File: src/design/gtlc_pkg.sv
`timescale 1ns / 1ps
// Types and constants shared by the GBK text layout cursor block.
package gtlc_pkg;

	localparam int CFG_IDX_W  = 3;
	localparam int CFG_DATA_W = 16;
	localparam int COORD_W    = 16;
	localparam int CURSOR_W   = 17;
	localparam int SIZE_W     = 9;
	localparam int CODE_W     = 8;

	localparam logic [CURSOR_W-1:0] CURSOR_MAX    = 17'h1FFFF;
	localparam logic [CODE_W-1:0]   WIDE_LEAD_MIN = 8'h80;
	localparam logic [CODE_W-1:0]   CR_CODE       = 8'd13;
	localparam logic [CODE_W-1:0]   TERM_CODE     = 8'd0;

	localparam logic [COORD_W-1:0] RST_ORIGIN_X    = 16'd0;
	localparam logic [COORD_W-1:0] RST_ORIGIN_Y    = 16'd0;
	localparam logic [COORD_W-1:0] RST_AREA_WIDTH  = 16'd800;
	localparam logic [COORD_W-1:0] RST_AREA_HEIGHT = 16'd480;
	localparam logic [SIZE_W-1:0]  RST_GLYPH_SIZE  = 9'd24;

	typedef enum logic [1:0] {
		KIND_NONE = 2'd0,
		KIND_HALF = 2'd1,
		KIND_WIDE = 2'd2
	} draw_kind_t;

	typedef enum logic [CFG_IDX_W-1:0] {
		REG_ORIGIN_X    = 3'd0,
		REG_ORIGIN_Y    = 3'd1,
		REG_AREA_WIDTH  = 3'd2,
		REG_AREA_HEIGHT = 3'd3,
		REG_GLYPH_SIZE  = 3'd4
	} cfg_reg_t;

	typedef struct packed {
		logic [COORD_W-1:0] origin_x;
		logic [COORD_W-1:0] origin_y;
		logic [COORD_W-1:0] area_width;
		logic [COORD_W-1:0] area_height;
		logic [SIZE_W-1:0]  glyph_size;
	} cfg_t;

	typedef struct packed {
		draw_kind_t         kind;
		logic [COORD_W-1:0] x;
		logic [COORD_W-1:0] y;
		logic [CODE_W-1:0]  first_code;
		logic [CODE_W-1:0]  second_code;
		logic               area_full;
	} draw_t;

endpackage

File: src/design/gtlc_byte_if.sv
`timescale 1ns / 1ps
// Input channel carrying one string byte per item.
interface gtlc_byte_if;
	import gtlc_pkg::*;

	logic              valid;
	logic              ready;
	logic [CODE_W-1:0] code_byte;

	modport source (output valid, output code_byte, input ready);
	modport sink (input valid, input code_byte, output ready);
endinterface

File: src/design/gtlc_draw_if.sv
`timescale 1ns / 1ps
// Output channel carrying one draw command per item.
interface gtlc_draw_if;
	import gtlc_pkg::*;

	logic               valid;
	logic               ready;
	logic [1:0]         draw_kind;
	logic [COORD_W-1:0] draw_x;
	logic [COORD_W-1:0] draw_y;
	logic [CODE_W-1:0]  first_code;
	logic [CODE_W-1:0]  second_code;
	logic               area_full;

	modport source (output valid, output draw_kind, output draw_x, output draw_y,
		output first_code, output second_code, output area_full, input ready);
	modport sink (input valid, input draw_kind, input draw_x, input draw_y,
		input first_code, input second_code, input area_full, output ready);
endinterface

File: src/design/gtlc_cfg_if.sv
`timescale 1ns / 1ps
// Configuration write channel: register index and write data.
interface gtlc_cfg_if;
	import gtlc_pkg::*;

	logic                  valid;
	logic                  ready;
	logic [CFG_IDX_W-1:0]  index;
	logic [CFG_DATA_W-1:0] data;

	modport source (output valid, output index, output data, input ready);
	modport sink (input valid, input index, input data, output ready);
endinterface

File: src/design/gtlc_cfg_regs.sv
`timescale 1ns / 1ps
// Configuration register file for the text box and glyph size.
module gtlc_cfg_regs (
	input  logic           clk,
	input  logic           arst_n,
	gtlc_cfg_if.sink       cfg,
	output gtlc_pkg::cfg_t regs
);
	import gtlc_pkg::*;

	cfg_t regs_q;

	assign cfg.ready = 1'b1;
	assign regs      = regs_q;

	always_ff @(posedge clk or negedge arst_n) begin
		if (!arst_n) begin
			regs_q.origin_x    <= RST_ORIGIN_X;
			regs_q.origin_y    <= RST_ORIGIN_Y;
			regs_q.area_width  <= RST_AREA_WIDTH;
			regs_q.area_height <= RST_AREA_HEIGHT;
			regs_q.glyph_size  <= RST_GLYPH_SIZE;
		end else if (cfg.valid) begin
			case (cfg.index)
				REG_ORIGIN_X:    regs_q.origin_x    <= cfg.data;
				REG_ORIGIN_Y:    regs_q.origin_y    <= cfg.data;
				REG_AREA_WIDTH:  regs_q.area_width  <= cfg.data;
				REG_AREA_HEIGHT: regs_q.area_height <= cfg.data;
				REG_GLYPH_SIZE:  regs_q.glyph_size  <= cfg.data[SIZE_W-1:0];
				default: ;
			endcase
		end
	end
endmodule

File: src/design/gtlc_cursor.sv
`timescale 1ns / 1ps
// Cursor state and the combinational placement, wrap and stop logic for one byte.
module gtlc_cursor (
	input  logic                        clk,
	input  logic                        arst_n,
	input  gtlc_pkg::cfg_t              regs,
	input  logic                        step,
	input  logic [gtlc_pkg::CODE_W-1:0] code_byte,
	output gtlc_pkg::draw_t             result
);
	import gtlc_pkg::*;

	logic [CURSOR_W-1:0] cursor_x_q, cursor_y_q;
	logic [CODE_W-1:0]   lead_byte_q;
	logic                in_wide_q, skip_q, stopped_q;

	logic [CURSOR_W-1:0] cursor_x_d, cursor_y_d;
	logic [CODE_W-1:0]   lead_byte_d;
	logic                in_wide_d, skip_d, stopped_d;

	logic                is_term, is_lead, is_cr;
	logic                wide_path, half_path;
	logic [SIZE_W-1:0]   half, adv;
	logic [17:0]         x_need, right_edge, bottom_edge, y_need;
	logic                wrap, stop_hit;
	logic [CURSOR_W-1:0] x_wrap, x_base;
	logic [17:0]         y_wrap, y_fin, x_fin;

	function automatic logic [CURSOR_W-1:0] sat17(input logic [17:0] v);
		return v[17] ? CURSOR_MAX : v[CURSOR_W-1:0];
	endfunction

	always_comb begin
		is_term   = (code_byte == TERM_CODE);
		is_lead   = (code_byte > WIDE_LEAD_MIN);
		is_cr     = (code_byte == CR_CODE);
		wide_path = !is_term && !stopped_q && !skip_q && in_wide_q;
		half_path = !is_term && !stopped_q && !skip_q && !in_wide_q && !is_lead;
		half      = {1'b0, regs.glyph_size[SIZE_W-1:1]};
		adv       = wide_path ? regs.glyph_size : half;

		x_need      = {1'b0, cursor_x_q} + {9'd0, adv};
		right_edge  = {2'b00, regs.origin_x} + {2'b00, regs.area_width};
		wrap        = (x_need > right_edge);
		x_wrap      = wrap ? {1'b0, regs.origin_x} : cursor_x_q;
		y_wrap      = {1'b0, cursor_y_q} + (wrap ? {9'd0, regs.glyph_size} : 18'd0);
		y_need      = y_wrap + {9'd0, regs.glyph_size};
		bottom_edge = {2'b00, regs.origin_y} + {2'b00, regs.area_height};
		stop_hit    = (y_need > bottom_edge);

		x_base = (half_path && is_cr) ? {1'b0, regs.origin_x} : x_wrap;
		y_fin  = (half_path && is_cr) ? y_need : y_wrap;
		x_fin  = {1'b0, x_base} + {9'd0, adv};
	end

	always_comb begin
		cursor_x_d  = cursor_x_q;
		cursor_y_d  = cursor_y_q;
		lead_byte_d = lead_byte_q;
		in_wide_d   = in_wide_q;
		skip_d      = skip_q;
		stopped_d   = stopped_q;
		if (is_term) begin
			cursor_x_d  = {1'b0, regs.origin_x};
			cursor_y_d  = {1'b0, regs.origin_y};
			lead_byte_d = '0;
			in_wide_d   = 1'b0;
			skip_d      = 1'b0;
			stopped_d   = 1'b0;
		end else if (stopped_q) begin
		end else if (skip_q) begin
			skip_d = 1'b0;
		end else if (in_wide_q) begin
			in_wide_d = 1'b0;
			if (stop_hit) begin
				stopped_d = 1'b1;
			end else begin
				cursor_x_d = sat17(x_fin);
				cursor_y_d = sat17(y_fin);
			end
		end else if (is_lead) begin
			lead_byte_d = code_byte;
			in_wide_d   = 1'b1;
		end else if (stop_hit) begin
			stopped_d = 1'b1;
		end else begin
			cursor_x_d = sat17(x_fin);
			cursor_y_d = sat17(y_fin);
			skip_d     = is_cr;
		end
	end

	always_comb begin
		result             = '0;
		result.kind        = KIND_NONE;
		result.area_full   = stopped_d;
		if (!stop_hit && wide_path) begin
			result.kind        = KIND_WIDE;
			result.x           = x_wrap[COORD_W-1:0];
			result.y           = y_wrap[COORD_W-1:0];
			result.first_code  = lead_byte_q;
			result.second_code = code_byte;
		end else if (!stop_hit && half_path && !is_cr) begin
			result.kind       = KIND_HALF;
			result.x          = x_wrap[COORD_W-1:0];
			result.y          = y_wrap[COORD_W-1:0];
			result.first_code = code_byte;
		end
	end

	always_ff @(posedge clk or negedge arst_n) begin
		if (!arst_n) begin
			cursor_x_q  <= {1'b0, RST_ORIGIN_X};
			cursor_y_q  <= {1'b0, RST_ORIGIN_Y};
			lead_byte_q <= '0;
			in_wide_q   <= 1'b0;
			skip_q      <= 1'b0;
			stopped_q   <= 1'b0;
		end else if (step) begin
			cursor_x_q  <= cursor_x_d;
			cursor_y_q  <= cursor_y_d;
			lead_byte_q <= lead_byte_d;
			in_wide_q   <= in_wide_d;
			skip_q      <= skip_d;
			stopped_q   <= stopped_d;
		end
	end

	a_term_rearms: assert property (@(posedge clk) disable iff (!arst_n)
		step && is_term |=> cursor_x_q == {1'b0, $past(regs.origin_x)}
			&& !stopped_q && !in_wide_q && !skip_q)
		else $error("terminator did not re-arm the cursor");

	a_skip_single: assert property (@(posedge clk) disable iff (!arst_n)
		!(skip_q && in_wide_q))
		else $error("swallow and wide glyph pending together");

	a_stopped_holds: assert property (@(posedge clk) disable iff (!arst_n)
		step && stopped_q && !is_term |=> stopped_q && $stable(cursor_x_q)
			&& $stable(cursor_y_q))
		else $error("cursor moved while stopped");
endmodule

File: src/design/gbk_text_layout_cursor_core.sv
`timescale 1ns / 1ps
// Top level of the GBK text layout cursor: input register, cursor logic, result register.
//
// Takes one string byte per cycle while the result register is not stalled, and returns
// one draw command for every byte, in order. A byte is held in the input register, and the
// cursor update for it settles in the same cycle it moves into the result register, where
// its command appears; the cursor update loop is combinational. A stalled result register
// holds its command while the input register still takes one more byte. Configuration
// writes are taken in any cycle and should be made only while no byte is in flight; origin
// changes move the cursor at the next terminator byte.
module gbk_text_layout_cursor_core (
	input  logic        clk,
	input  logic        arst_n,
	gtlc_byte_if.sink   code,
	gtlc_draw_if.source draw,
	gtlc_cfg_if.sink    cfg
);
	import gtlc_pkg::*;

	cfg_t              regs;
	logic              code_valid_s1;
	logic [CODE_W-1:0] code_byte_s1;
	logic              advance;
	draw_t             result;
	logic              draw_valid_q;
	draw_t             draw_q;

	assign advance    = code_valid_s1 && (!draw_valid_q || draw.ready);
	assign code.ready = !code_valid_s1 || advance;

	gtlc_cfg_regs u_cfg_regs (
		.clk    (clk),
		.arst_n (arst_n),
		.cfg    (cfg),
		.regs   (regs)
	);

	gtlc_cursor u_cursor (
		.clk       (clk),
		.arst_n    (arst_n),
		.regs      (regs),
		.step      (advance),
		.code_byte (code_byte_s1),
		.result    (result)
	);

	always_ff @(posedge clk or negedge arst_n) begin
		if (!arst_n) begin
			code_valid_s1 <= 1'b0;
		end else if (code.ready) begin
			code_valid_s1 <= code.valid;
		end
	end

	always_ff @(posedge clk) begin
		if (code.valid && code.ready) begin
			code_byte_s1 <= code.code_byte;
		end
	end

	always_ff @(posedge clk or negedge arst_n) begin
		if (!arst_n) begin
			draw_valid_q <= 1'b0;
		end else if (advance) begin
			draw_valid_q <= 1'b1;
		end else if (draw.ready) begin
			draw_valid_q <= 1'b0;
		end
	end

	always_ff @(posedge clk) begin
		if (advance) begin
			draw_q <= result;
		end
	end

	assign draw.valid       = draw_valid_q;
	assign draw.draw_kind   = draw_q.kind;
	assign draw.draw_x      = draw_q.x;
	assign draw.draw_y      = draw_q.y;
	assign draw.first_code  = draw_q.first_code;
	assign draw.second_code = draw_q.second_code;
	assign draw.area_full   = draw_q.area_full;

	a_full_draws_nothing: assert property (@(posedge clk) disable iff (!arst_n)
		draw_valid_q && draw_q.area_full |-> draw_q.kind == KIND_NONE)
		else $error("draw command issued while the box is full");

	a_empty_is_zero: assert property (@(posedge clk) disable iff (!arst_n)
		draw_valid_q && draw_q.kind == KIND_NONE |-> draw_q.x == '0
			&& draw_q.y == '0 && draw_q.first_code == '0 && draw_q.second_code == '0)
		else $error("empty command carries payload");

	a_half_no_trail: assert property (@(posedge clk) disable iff (!arst_n)
		draw_valid_q && draw_q.kind != KIND_WIDE |-> draw_q.second_code == '0)
		else $error("trail byte on a non-wide command");

	a_stall_keeps_input: assert property (@(posedge clk) disable iff (!arst_n)
		code_valid_s1 && draw_valid_q && !draw.ready |=> code_valid_s1
			&& $stable(code_byte_s1))
		else $error("input register lost its item under stall");
endmodule

File: src/flat_wrapper.sv
// flat-port wrapper written by rule: the top's interface ports become plain ports
module gbk_text_layout_cursor_core_flat import gtlc_pkg::*;
  (clk, arst_n, code_valid, code_code_byte, code_ready, draw_valid, draw_draw_kind, draw_draw_x, draw_draw_y, draw_first_code, draw_second_code, draw_area_full, draw_ready, cfg_valid, cfg_index, cfg_data, cfg_ready);
  gtlc_byte_if code_i ();
  gtlc_draw_if draw_i ();
  gtlc_cfg_if cfg_i ();
  input  logic clk;
  input  logic arst_n;
  input wire logic [$bits(code_i.valid)-1:0] code_valid;
  input wire logic [$bits(code_i.code_byte)-1:0] code_code_byte;
  output wire logic [$bits(code_i.ready)-1:0] code_ready;
  output wire logic [$bits(draw_i.valid)-1:0] draw_valid;
  output wire logic [$bits(draw_i.draw_kind)-1:0] draw_draw_kind;
  output wire logic [$bits(draw_i.draw_x)-1:0] draw_draw_x;
  output wire logic [$bits(draw_i.draw_y)-1:0] draw_draw_y;
  output wire logic [$bits(draw_i.first_code)-1:0] draw_first_code;
  output wire logic [$bits(draw_i.second_code)-1:0] draw_second_code;
  output wire logic [$bits(draw_i.area_full)-1:0] draw_area_full;
  input wire logic [$bits(draw_i.ready)-1:0] draw_ready;
  input wire logic [$bits(cfg_i.valid)-1:0] cfg_valid;
  input wire logic [$bits(cfg_i.index)-1:0] cfg_index;
  input wire logic [$bits(cfg_i.data)-1:0] cfg_data;
  output wire logic [$bits(cfg_i.ready)-1:0] cfg_ready;
  assign code_i.valid = code_valid;
  assign code_i.code_byte = code_code_byte;
  assign code_ready = code_i.ready;
  assign draw_valid = draw_i.valid;
  assign draw_draw_kind = draw_i.draw_kind;
  assign draw_draw_x = draw_i.draw_x;
  assign draw_draw_y = draw_i.draw_y;
  assign draw_first_code = draw_i.first_code;
  assign draw_second_code = draw_i.second_code;
  assign draw_area_full = draw_i.area_full;
  assign draw_i.ready = draw_ready;
  assign cfg_i.valid = cfg_valid;
  assign cfg_i.index = cfg_index;
  assign cfg_i.data = cfg_data;
  assign cfg_ready = cfg_i.ready;
  gbk_text_layout_cursor_core u_core (.clk(clk), .arst_n(arst_n), .code(code_i), .draw(draw_i), .cfg(cfg_i));
endmodule
File: config.mk
export PLATFORM = sky130hd
export DESIGN_NAME = gbk_text_layout_cursor_core_flat
export DESIGN_NICKNAME = d
export VERILOG_FILES = /design/src/design/gtlc_pkg.sv /design/src/design/gtlc_byte_if.sv /design/src/design/gtlc_draw_if.sv /design/src/design/gtlc_cfg_if.sv /design/src/design/gtlc_cfg_regs.sv /design/src/design/gtlc_cursor.sv /design/src/design/gbk_text_layout_cursor_core.sv /design/src/flat_wrapper.sv
export SDC_FILE = /design/constraint.sdc
export NUM_CORES = 1
export LEC_CHECK = 0
export BUFFER_PORTS_ARGS = -buffer_cell sky130_fd_sc_hd__buf_2
export CAP_MARGIN = 10
export CORE_AREA = 5 5 201 203
export DETAILED_ROUTE_END_ITERATION = 8
export DIE_AREA = 0 0 206 208
export HOLD_SLACK_MARGIN = 0.02
export PLACE_DENSITY = 0.59
export SLEW_MARGIN = 20
export SYNTH_ARGS = -nofsm -noshare
export SYNTH_HDL_FRONTEND = slang
export SYNTH_HIERARCHICAL = 1
export SYNTH_SLANG_ARGS = --single-unit
File: constraint.sdc
create_clock -name clk -period 13.9 [get_ports clk]
set_clock_uncertainty 0.1 [all_clocks]
set_input_delay 1.39 -clock clk [delete_from_list [all_inputs] [get_ports clk]]
set_output_delay 1.39 -clock clk [all_outputs]
set_load 0.1 [all_outputs]
### Yosys cells after proc, flatten, opt, wreduce, memory -nomap -nowiden

Index checks and enable logic that the tools add are counted.

* register bits after elaboration: 179
* input port bits: 32
* logic and storage cells: 118

* $add $sub $neg: 6
* $lt $le $gt $ge: 3
* equality and inequality tests: 9
* muxes and demuxes: 45
* reductions and logical operators: 35

Operators by type and width (count)
* 17-bit 2-to-1 mux: 16
* 17-bit by 9-bit adder with 18-bit output: 3
* 41-bit 2-to-1 mux: 1
* 40-bit 2-to-1 mux: 1
* 8-bit 2-to-1 mux: 5
* 18-bit by 17-bit greater-than comparator with 1-bit output: 2
* 16-bit by 16-bit adder with 17-bit output: 2
* 1-bit 2-to-1 mux: 19
* 18-bit by 9-bit adder with 18-bit output: 1
* 18-bit 2-to-1 mux: 1
* 9-bit 2-to-1 mux: 2
* 2-bit AND reduction: 6
* 1-bit logical AND: 11
* 1-bit logical NOT: 9
* 8-bit by 4-bit == test with 1-bit output, second input constant: 1
* 8-bit greater-than comparator, second input constant: 1
* 8-bit logical NOT: 1
* 3-bit by 2-bit == test with 1-bit output, second input constant: 2
* 2-bit by 1-bit != test with 1-bit output, second input constant: 3
* 5-bit AND reduction: 1
* 4-bit AND reduction: 1
* 2-bit nonzero test: 2
* 3-bit by 1-bit == test with 1-bit output, second input constant: 1
* 3-bit == test, second input constant: 1
* 4 further kinds: 5

### Longest topological paths before layout

Gate-level depths: netlist of the first run.

* depth after elaboration: 19
* gate-level depth with buffers: 57
* mapped depth without buffers: 52

### By module

The synthesis of the first run kept the hierarchy.

By module, submodules not included
* gtlc_cursor: instances 1, cells an instance 978, area an instance 7741.2 um^2
* gtlc_cfg_regs: instances 1, cells an instance 160, area an instance 2821.5 um^2
* gbk_text_layout_cursor_core: instances 1, cells an instance 67, area an instance 1875.5 um^2

### Worst setup path before layout of the first run

No wires, ideal clock.

* path kind: register to register
* from: reg u_core.code_byte_s1[4]
* to: reg u_core.draw_q, in the netlist u_core/draw.draw_x[14], data pin
* setup time: 266 ps
* data arrival time: 11123 ps
* slack: 2410 ps
* cell stages (with the launch flop): 57
* buffers on the path: 4
* cells stage by stage: edfxtp_1 > or4_1 > or3_1 > or3_1 > clkbuf_1 > nand3_1 > clkbuf_1 > mux2_2 > ha_1 > inv_1 > fa_1 > nor2b_1 > o21ai_0 > a21boi_0 > o21ai_0 > a21boi_0 > o21a_1 > o21ai_0 > [21 not listed] > a22o_1 > a311o_1 > a21o_1 > a21oi_1 > or4_4 > nor3_4 > xnor2_1 > ha_1 > and3_1 > nand3_1 > nor2_1 > nand3_1 > o21ai_0 > o21ai_0 > nor3_2 > nor2_1 > clkbuf_1 > nor2_1

RTL lines
* from (decl): RTL line gbk_text_layout_cursor_core.sv:22 `logic [CODE_W-1:0] code_byte_s1;`
* from (signal assigned): RTL line gbk_text_layout_cursor_core.sv:57 `code_byte_s1 <= code.code_byte;`
* to (signal assigned): RTL line gbk_text_layout_cursor_core.sv:73 `draw_q <= result;`
* to (decl): RTL line gbk_text_layout_cursor_core.sv:26 `draw_t draw_q;`

### Worst setup path in the final report of the first run

* from: reg u_core.code_byte_s1[5]
* to: reg u_core.u_cursor.cursor_x_q[9]

* longest elaborated chain between the ends: 18
* elaborated cells between the ends (all ways): 32
* classes of those cells: add/sub: 4; order compare: 3; eq/ne: 4; mux: 11; reduce/logical: 10

Ends and longest elaborated chain
* 8-bit logical NOT: RTL line gtlc_cursor.sv:34 `is_term = (code_byte == TERM_CODE);`
* 1-bit logical NOT: RTL line gtlc_cursor.sv:37, gtlc_cursor.sv:38
* 1-bit logical AND (2 in series): RTL line gtlc_cursor.sv:37, gtlc_cursor.sv:38
* 1-bit logical AND: RTL line gtlc_cursor.sv:37 `wide_path = !is_term && !stopped_q && !skip_q && in_wide_q;`
* 9-bit 2-to-1 mux: RTL line gtlc_cursor.sv:40 `adv = wide_path ? regs.glyph_size : half;`
* 17-bit by 9-bit adder with 18-bit output: RTL line gtlc_cursor.sv:42 `x_need = {1'b0, cursor_x_q} + {9'd0, adv};`
* 18-bit by 17-bit greater-than comparator with 1-bit output: RTL line gtlc_cursor.sv:44 `wrap = (x_need > right_edge);`
* 9-bit 2-to-1 mux or 17-bit 2-to-1 mux (tied branches): RTL line gtlc_cursor.sv:46, gtlc_cursor.sv:45
* 17-bit by 9-bit adder with 18-bit output or 17-bit 2-to-1 mux (tied branches): RTL line gtlc_cursor.sv:46, gtlc_cursor.sv:51
* 18-bit by 9-bit adder with 18-bit output or 17-bit by 9-bit adder with 18-bit output (tied branches): RTL line gtlc_cursor.sv:47, gtlc_cursor.sv:53
* 18-bit by 17-bit greater-than comparator with 1-bit output or 17-bit 2-to-1 mux (tied branches): RTL line gtlc_cursor.sv:49, gtlc_cursor.sv:30
* 17-bit 2-to-1 mux: RTL line gtlc_cursor.sv:75, gtlc_cursor.sv:84
* 17-bit 2-to-1 mux: RTL line gtlc_cursor.sv:81 `end else if (is_lead) begin`
* 17-bit 2-to-1 mux: RTL line gtlc_cursor.sv:73 `end else if (in_wide_q) begin`
* 17-bit 2-to-1 mux: RTL line gtlc_cursor.sv:71 `end else if (skip_q) begin`
* 17-bit 2-to-1 mux: RTL line gtlc_cursor.sv:70 `end else if (stopped_q) begin`
* 17-bit 2-to-1 mux: RTL line gtlc_cursor.sv:63 `if (is_term) begin`
* to (signal assigned): RTL line gtlc_cursor.sv:113 `cursor_x_q <= {1'b0, RST_ORIGIN_X};`
* to (signal assigned): RTL line gtlc_cursor.sv:120 `cursor_x_q <= cursor_x_d;`
* to (decl): RTL line gtlc_cursor.sv:13 `logic [CURSOR_W-1:0] cursor_x_q, cursor_y_q;`

Parallel ways exist; a longest one is shown, timed or not. The select of a mux whose other input is x is not followed.
A chain may end at the register's enable or synchronous reset.

==> results of run 1 <==
[through the flow]
step	hold slack (ns)	cell area [um^2]	std cells
final	0.406	13900	1811
after global routing	0.434	13900	1809
after CTS	0.408	13900	1806
after detailed placement	0.390	13300	1774
after global placement	0.390	13300	1773
after floorplan	0.360	12400	1205
[worst paths after layout]
| check | start | depth (start not counted) | slack (ns) | end |
|---|---|---|---|---|
| setup / recovery | u_core/code_byte_s1[5] | 55 | 1.06 | u_core/u_cursor/cursor_x_q[9] |
| hold / removal | u_core/u_cursor/lead_byte_q[7] | 2 | 0.41 | u_core/u_cursor/lead_byte_q[7] |
| setup reg to reg | u_core/code_byte_s1[5] | 55 | 1.06 | u_core/u_cursor/cursor_x_q[9] |
| hold reg to reg | u_core/u_cursor/lead_byte_q[7] | 2 | 0.41 | u_core/u_cursor/lead_byte_q[7] |
| max in group asynchronous | arst_n | 2 | 11.42 | u_core/u_cfg_regs/regs[49] |
| min in group asynchronous | arst_n | 1 | 0.94 | u_core/u_cfg_regs/regs[20] |
[flip-flops by register name (all words and copies together), names as in the netlist]
signal,count
u_core/u_cursor/in_wide_q,1
u_core/code_byte_s1,8
u_core/draw.area_full,1
u_core/draw.second_code,8
u_core/u_cfg_regs/regs,73
u_core/draw.valid,1
u_core/u_cursor/cursor_x_q,17
u_core/code_valid_s1,1
u_core/draw.draw_y,16
u_core/u_cursor/stopped_q,1
u_core/draw.draw_x,16
u_core/u_cursor/cursor_y_q,17
u_core/u_cursor/skip_q,1
u_core/draw.draw_kind,2
u_core/draw.first_code,8
u_core/u_cursor/lead_byte_q,8
[logic make-up after synthesis]
group / synth area share, %
XOR/XNOR: 5.77
AND/OR/NAND/NOR: 13.6
flip-flops: 38.5
multiplexers: 12.5
other: 0.0301
adder cells (fa/ha/maj): 11.4
buffers and inverters: 4.01
AO/OA/AOI/OAI: 14.1
[Yosys cell counts (5+ instances only)]
| library cell | count | area (um^2) |
|---|---|---|
| nand2_1 | 76 | 285 |
| o21a_1 | 16 | 120 |
| o41ai_1 | 6 | 52.6 |
| o21ai_0 | 44 | 220 |
| fa_1 | 6 | 120 |
| xnor2_1 | 59 | 517 |
| or3_1 | 8 | 50.1 |
| mux2_2 | 87 | 980 |
| a22o_1 | 10 | 87.6 |
| edfxtp_1 | 59 | 1770 |
| a21o_1 | 20 | 150 |
| a21oi_1 | 63 | 315 |
| nor2_1 | 111 | 417 |
| dfrtp_1 | 111 | 2780 |
| inv_1 | 57 | 214 |
| mux2_4 | 14 | 210 |
| nor3_1 | 17 | 85.1 |
| mux2i_1 | 32 | 320 |
| a211oi_1 | 5 | 37.5 |
| ha_1 | 104 | 1300 |
| nand4_1 | 8 | 50.1 |
| a31oi_1 | 12 | 75.1 |
| nand2b_1 | 11 | 68.8 |
| nand3_1 | 25 | 125 |
| xor2_1 | 23 | 201 |
| o22ai_1 | 12 | 75.1 |
| and2_1 | 16 | 100 |
| dfstp_2 | 9 | 236 |
| o211ai_1 | 10 | 75.1 |
| o21bai_1 | 5 | 37.5 |
| nor4_1 | 6 | 37.5 |
| buf_6 | 6 | 67.6 |
| nor2b_1 | 21 | 131 |
| clkbuf_1 | 34 | 128 |
[layout make-up]
type | instances | area, um^2
sequential | 179 | 4790
antenna | 5 | 12.5
tap | 518 | 648
inverter | 57 | 214
clock buffer | 18 | 429
timing repair buffer | 99 | 539
fill | 3775 | 24400
multi-input combinational | 921 | 7160
clock inverter | 14 | 136
[what timing repair did]
action | CTS | global route
hold buffers | 0 | 0
gates resized for setup | 0 | 1
endpoints found under the setup margin | 0 | 32
[worst min-delay path, delay by kind of cell (launching register included)]
| family | cells | cell delay (ns) |
|---|---|---|
| simple gates | 2 | 0.11 |
| flops | 1 | 0.37 |
[routing by layer]
metal / wire length, um / global-route usage (%) / up-vias
met5: 113 / 0 / -
met4: 909 / 5.46 / 14
met3: 2040 / 3.33 / 44
met2: 13100 / 20.6 / 252
met1: 15600 / 21.9 / 4485
li1: - / - / 4521
==> impl_results.md, run 1 <==
- Die W: between 200 and 250 um
- Area of the core: 38300 um^2
- Min Tclk post-route: 12.84 ns
- Share of layout cells above drive strength 1: a little over a fifth
- Max Slew Vio Count: 0
- Clock buffer depth: 2
- Synth Flop Type: dfrtp_1
- Vias in the first global route: between 8000 and 9000
- Initial DRC Count: around 570
- Status: finished clean
- Most frequent cells in the layout: 111 x dfrtp_1, 110 x nor2_1, 104 x ha_1
- Detailed placement HPWL: 24400 um
- Max Clk Rate: 77.9 MHz
- Kind of end point of the critical path: flop
- EDFF count, synth: 59
- Hold Path Class: flop to flop
- Starting Density: 32.5%
- Synth warn: 6
- Cell mode on critical path: o21ai_0
- Final ANT Viol Nets: 0
- Placer Congestion: 0.852
- Ys async rst share: 67.0%
- CTS tree: built
- Post-synth design cell area: 12400 um^2
- WP data required: between 10 and 15 ns
- Post-CTS Setup Inserts: 0
- Dominant delay contributor by cell family on the critical path: compound AO/OA/AOI/OAI gates
- Maximum capacitance violations: 0
- Sum Neg Setup Slack: 0 ns
- Distinct cells, synth: 92
- Seq/Total Area, Yosys: 38.5%
- Worst Path Arrival: between 10 and 15 ns
- Post-Place Worst Slack: roughly 0.99 ns
- Layout Area Growth over Synthesis: 12.0%
- Most common cell after layout, fill and taps aside: dfrtp_1
- Mapped Nets: 1347
- CP max stage cell: or4_1
- Cell count after synthesis: around 1200
- Io pins: 86
- Setup Crit Path Kind: flop to flop
- First-pass GRT wire length: about 50000 um
- Period utilization: slightly above 90%
- Die Area: 42800 um^2
- Crit path buf inv count: 5
- Avg Synthesized Cell Area: between 10 and 15 um^2
- Initial antenna violation count: 13
- Chip height: 208 um
- Final setup violation count: 0
- Clock sink count: 179
- Register bit total from synthesis: roughly 180
- Wirelength per Cell: 17.5 um
- First drt pass iteration count: 5
- Slew HR: ~37%
- Avg Vias per Cell: 5.14
- Final core area utilization: a little over a third
- PnR worst setup slack: 1.06 ns
- Clock Pin Slew Worst Setup and Hold Paths: 0.08 ns
- FP Rows: a little over 70
- Routed via count: 9316
- Largest net degree at the start of global routing: between 60 and 70
- Clock Latency Late Sink: about 0.44 ns
- Fin nets: ~1400
- Final WL: 31700 um
- RSZ-0062 raised after global routing: false
- Critical path startpoint category: flop
- Maximum fanout along the worst path: just over 40
- Clock root buffer: clkbuf_16
- Global route overflow: 0
- DRC: 0
- Total GRT Usage: 14.7%
- Final hold viol count: 0
- I/O Buffers: 84
- Number of H-tree levels: 4
- Least-Margin Pin Slew: around 0.95 ns
- Critical Path Max Stage Delay: 0.56 ns
- Num CTS Buffers: 17
Power of run 1 is left out: the tool's default activity adds up to more than one toggle a clock period on the data nets, which glitch-free logic cannot reach.
==> run 2: changes to the inputs <==
Settings changed: REMOVE_ABC_BUFFERS from default to 1.
==> impl_results.md, run 2 (synthesis gave the netlist of run 1 again) <==
- Hold-fix buffers, CTS: 0
- Vias in the first global route: 9550
- Status: finished clean
- Kind of end point of the critical path: flop
- Chip height: 208 um
- Num CTS Buffers: 17
- FP Rows: 72
- Max Slew Vio Count: 0
- Layout Area Growth over Synthesis: 12.0%
- Fin nets: 1415
- Max FFs per register: 73
- Critical path startpoint category: flop
- Routed via count: 9237
- Initial DRC Count: between 600 and 700
- # resized after CTS: 0
- Maximum fanout along the worst path: 32
- Final ANT Viol Nets: 0
- Die W: between 200 and 250 um
- Final WL: between 30000 and 40000 um
- Max Clk Rate: about 79 MHz
- Starting Density: around a third
- DRC: 0
- Critical Path Max Stage Delay: 0.63 ns
- Placer Congestion: just over 0.9
- Io pins: 86
- Worst Path Arrival: 12.95 ns
- Reg2reg end: u_core/u_cursor/cursor_x_q[6]
- Area of the core: 38300 um^2
- Min Tclk post-route: 12.73 ns
- Most frequent cells in the layout: 111 x dfrtp_1, 110 x nor2_1, 104 x ha_1
- Fill cell count: 3799
- Period utilization: 91.6%
- Global route overflow: 0
- Number of H-tree levels: 4
- CTS tree: built
- WP data required: 14.12 ns
- Clock buffer depth: 2
- Slew HR: 35.4%
- Avg Vias per Cell: 5.11
- Crit. Startpoint: u_core/code_byte_s1[4]
- Hold Startpoint: u_core/u_cursor/lead_byte_q[7]
- Reg2reg path depth: just over 50
- Maximum capacitance violations: 0
- Clock root buffer: clkbuf_16
- Largest net degree at the start of global routing: 63
- Total GRT Usage: approximately 15%
- CP max stage cell: o21a_4
- First drt pass iteration count: 5
- Hold Path Class: flop to flop
- Clock Pin Slew Worst Setup and Hold Paths: 0.07 ns
- RSZ-0062 raised after global routing: false
- Clock sink count: approximately 180
- Initial antenna violation count: 2
- Sum Neg Setup Slack: 0 ns
- R2r startpoint: u_core/code_byte_s1[4]
- Final hold viol count: 0
- Wirelength per Cell: 17.5 um
- Die Area: 42800 um^2
- Final setup violation count: 0
- R2R Setup Slk: 1.17 ns
- Cell mode on critical path: o21ai_0
- Setup Crit Path Kind: flop to flop
- Crit path to: u_core/u_cursor/cursor_x_q[6]
- First-pass GRT wire length: 51400 um
- Least-Margin Pin Slew: ~0.97 ns
- Share of layout cells above drive strength 1: 20.8%
- Clock Latency Late Sink: 0.44 ns
- Most common cell after layout, fill and taps aside: dfrtp_1
- I/O Buffers: 84
- Post-CTS Setup Inserts: 0
- Detailed placement HPWL: 23600 um
==> run 2: changes by cell type in the layout (fill, tap and decap cells not counted), sizes merged <==
cell,delta
clkinv,+4
inv,-8
clkinvlp,-1
diode,-3
clkbuf,+5
buf,-2
==> run 2: layer usage <==
layer	routed length, um	global-route usage, %
met3	961	1.99
met1	15100	20.5
met5	0	0
met2	14900	24.4
met4	597	4.66
==> run 2: worst min-delay path by stage <==
stage,depth (start not counted),endpoint
after global placement,1,u_core/u_cursor/cursor_y_q[0]
after detailed placement,2,u_core/u_cursor/lead_byte_q[7]
after global routing,2,u_core/u_cursor/lead_byte_q[7]
after CTS,2,u_core/u_cursor/lead_byte_q[7]
final,2,u_core/u_cursor/lead_byte_q[7]
after floorplan,2,u_core/u_cursor/lead_byte_q[7]
==> run 2: per-stage QoR <==
step	std cells	utilization [%]	worst slack [ns]	area, um^2	hold WS (ns)
floorplan	1157	-	1.05	12200	0.360
global placement	1772	34.8	1.34	13300	0.376
detailed placement	1772	34.8	0.941	13300	0.385
CTS	1804	36.3	0.867	13900	0.401
global route	1806	36.4	0.275	13900	0.426
finish	1806	36.4	1.17	13900	0.402
==> run 2: worst max-delay path, delay by kind of cell, from the launching register on <==
family,cells,cell delay (ns)
mux,2,0.67
xor+xnor,3,0.54
compound gates,22,5.27
buf+inv,2,0.48
fa+ha+maj,6,1.77
simple gates,16,3.31
flops,1,0.41
==> run 2: layout make-up <==
class                      instances  area [um^2]  area share [%]
antenna                            2         5.00          0.0359
clock buffer                      23          510            3.67
clock inverter                     9         67.6           0.485
inverter                          57          214            1.54
multi-input combinational        921         7180            51.5
sequential                       179         4790            34.4
tap                              518          648            4.65
timing repair buffer              97          520            3.74
Power of run 2 is left out for the same reason.
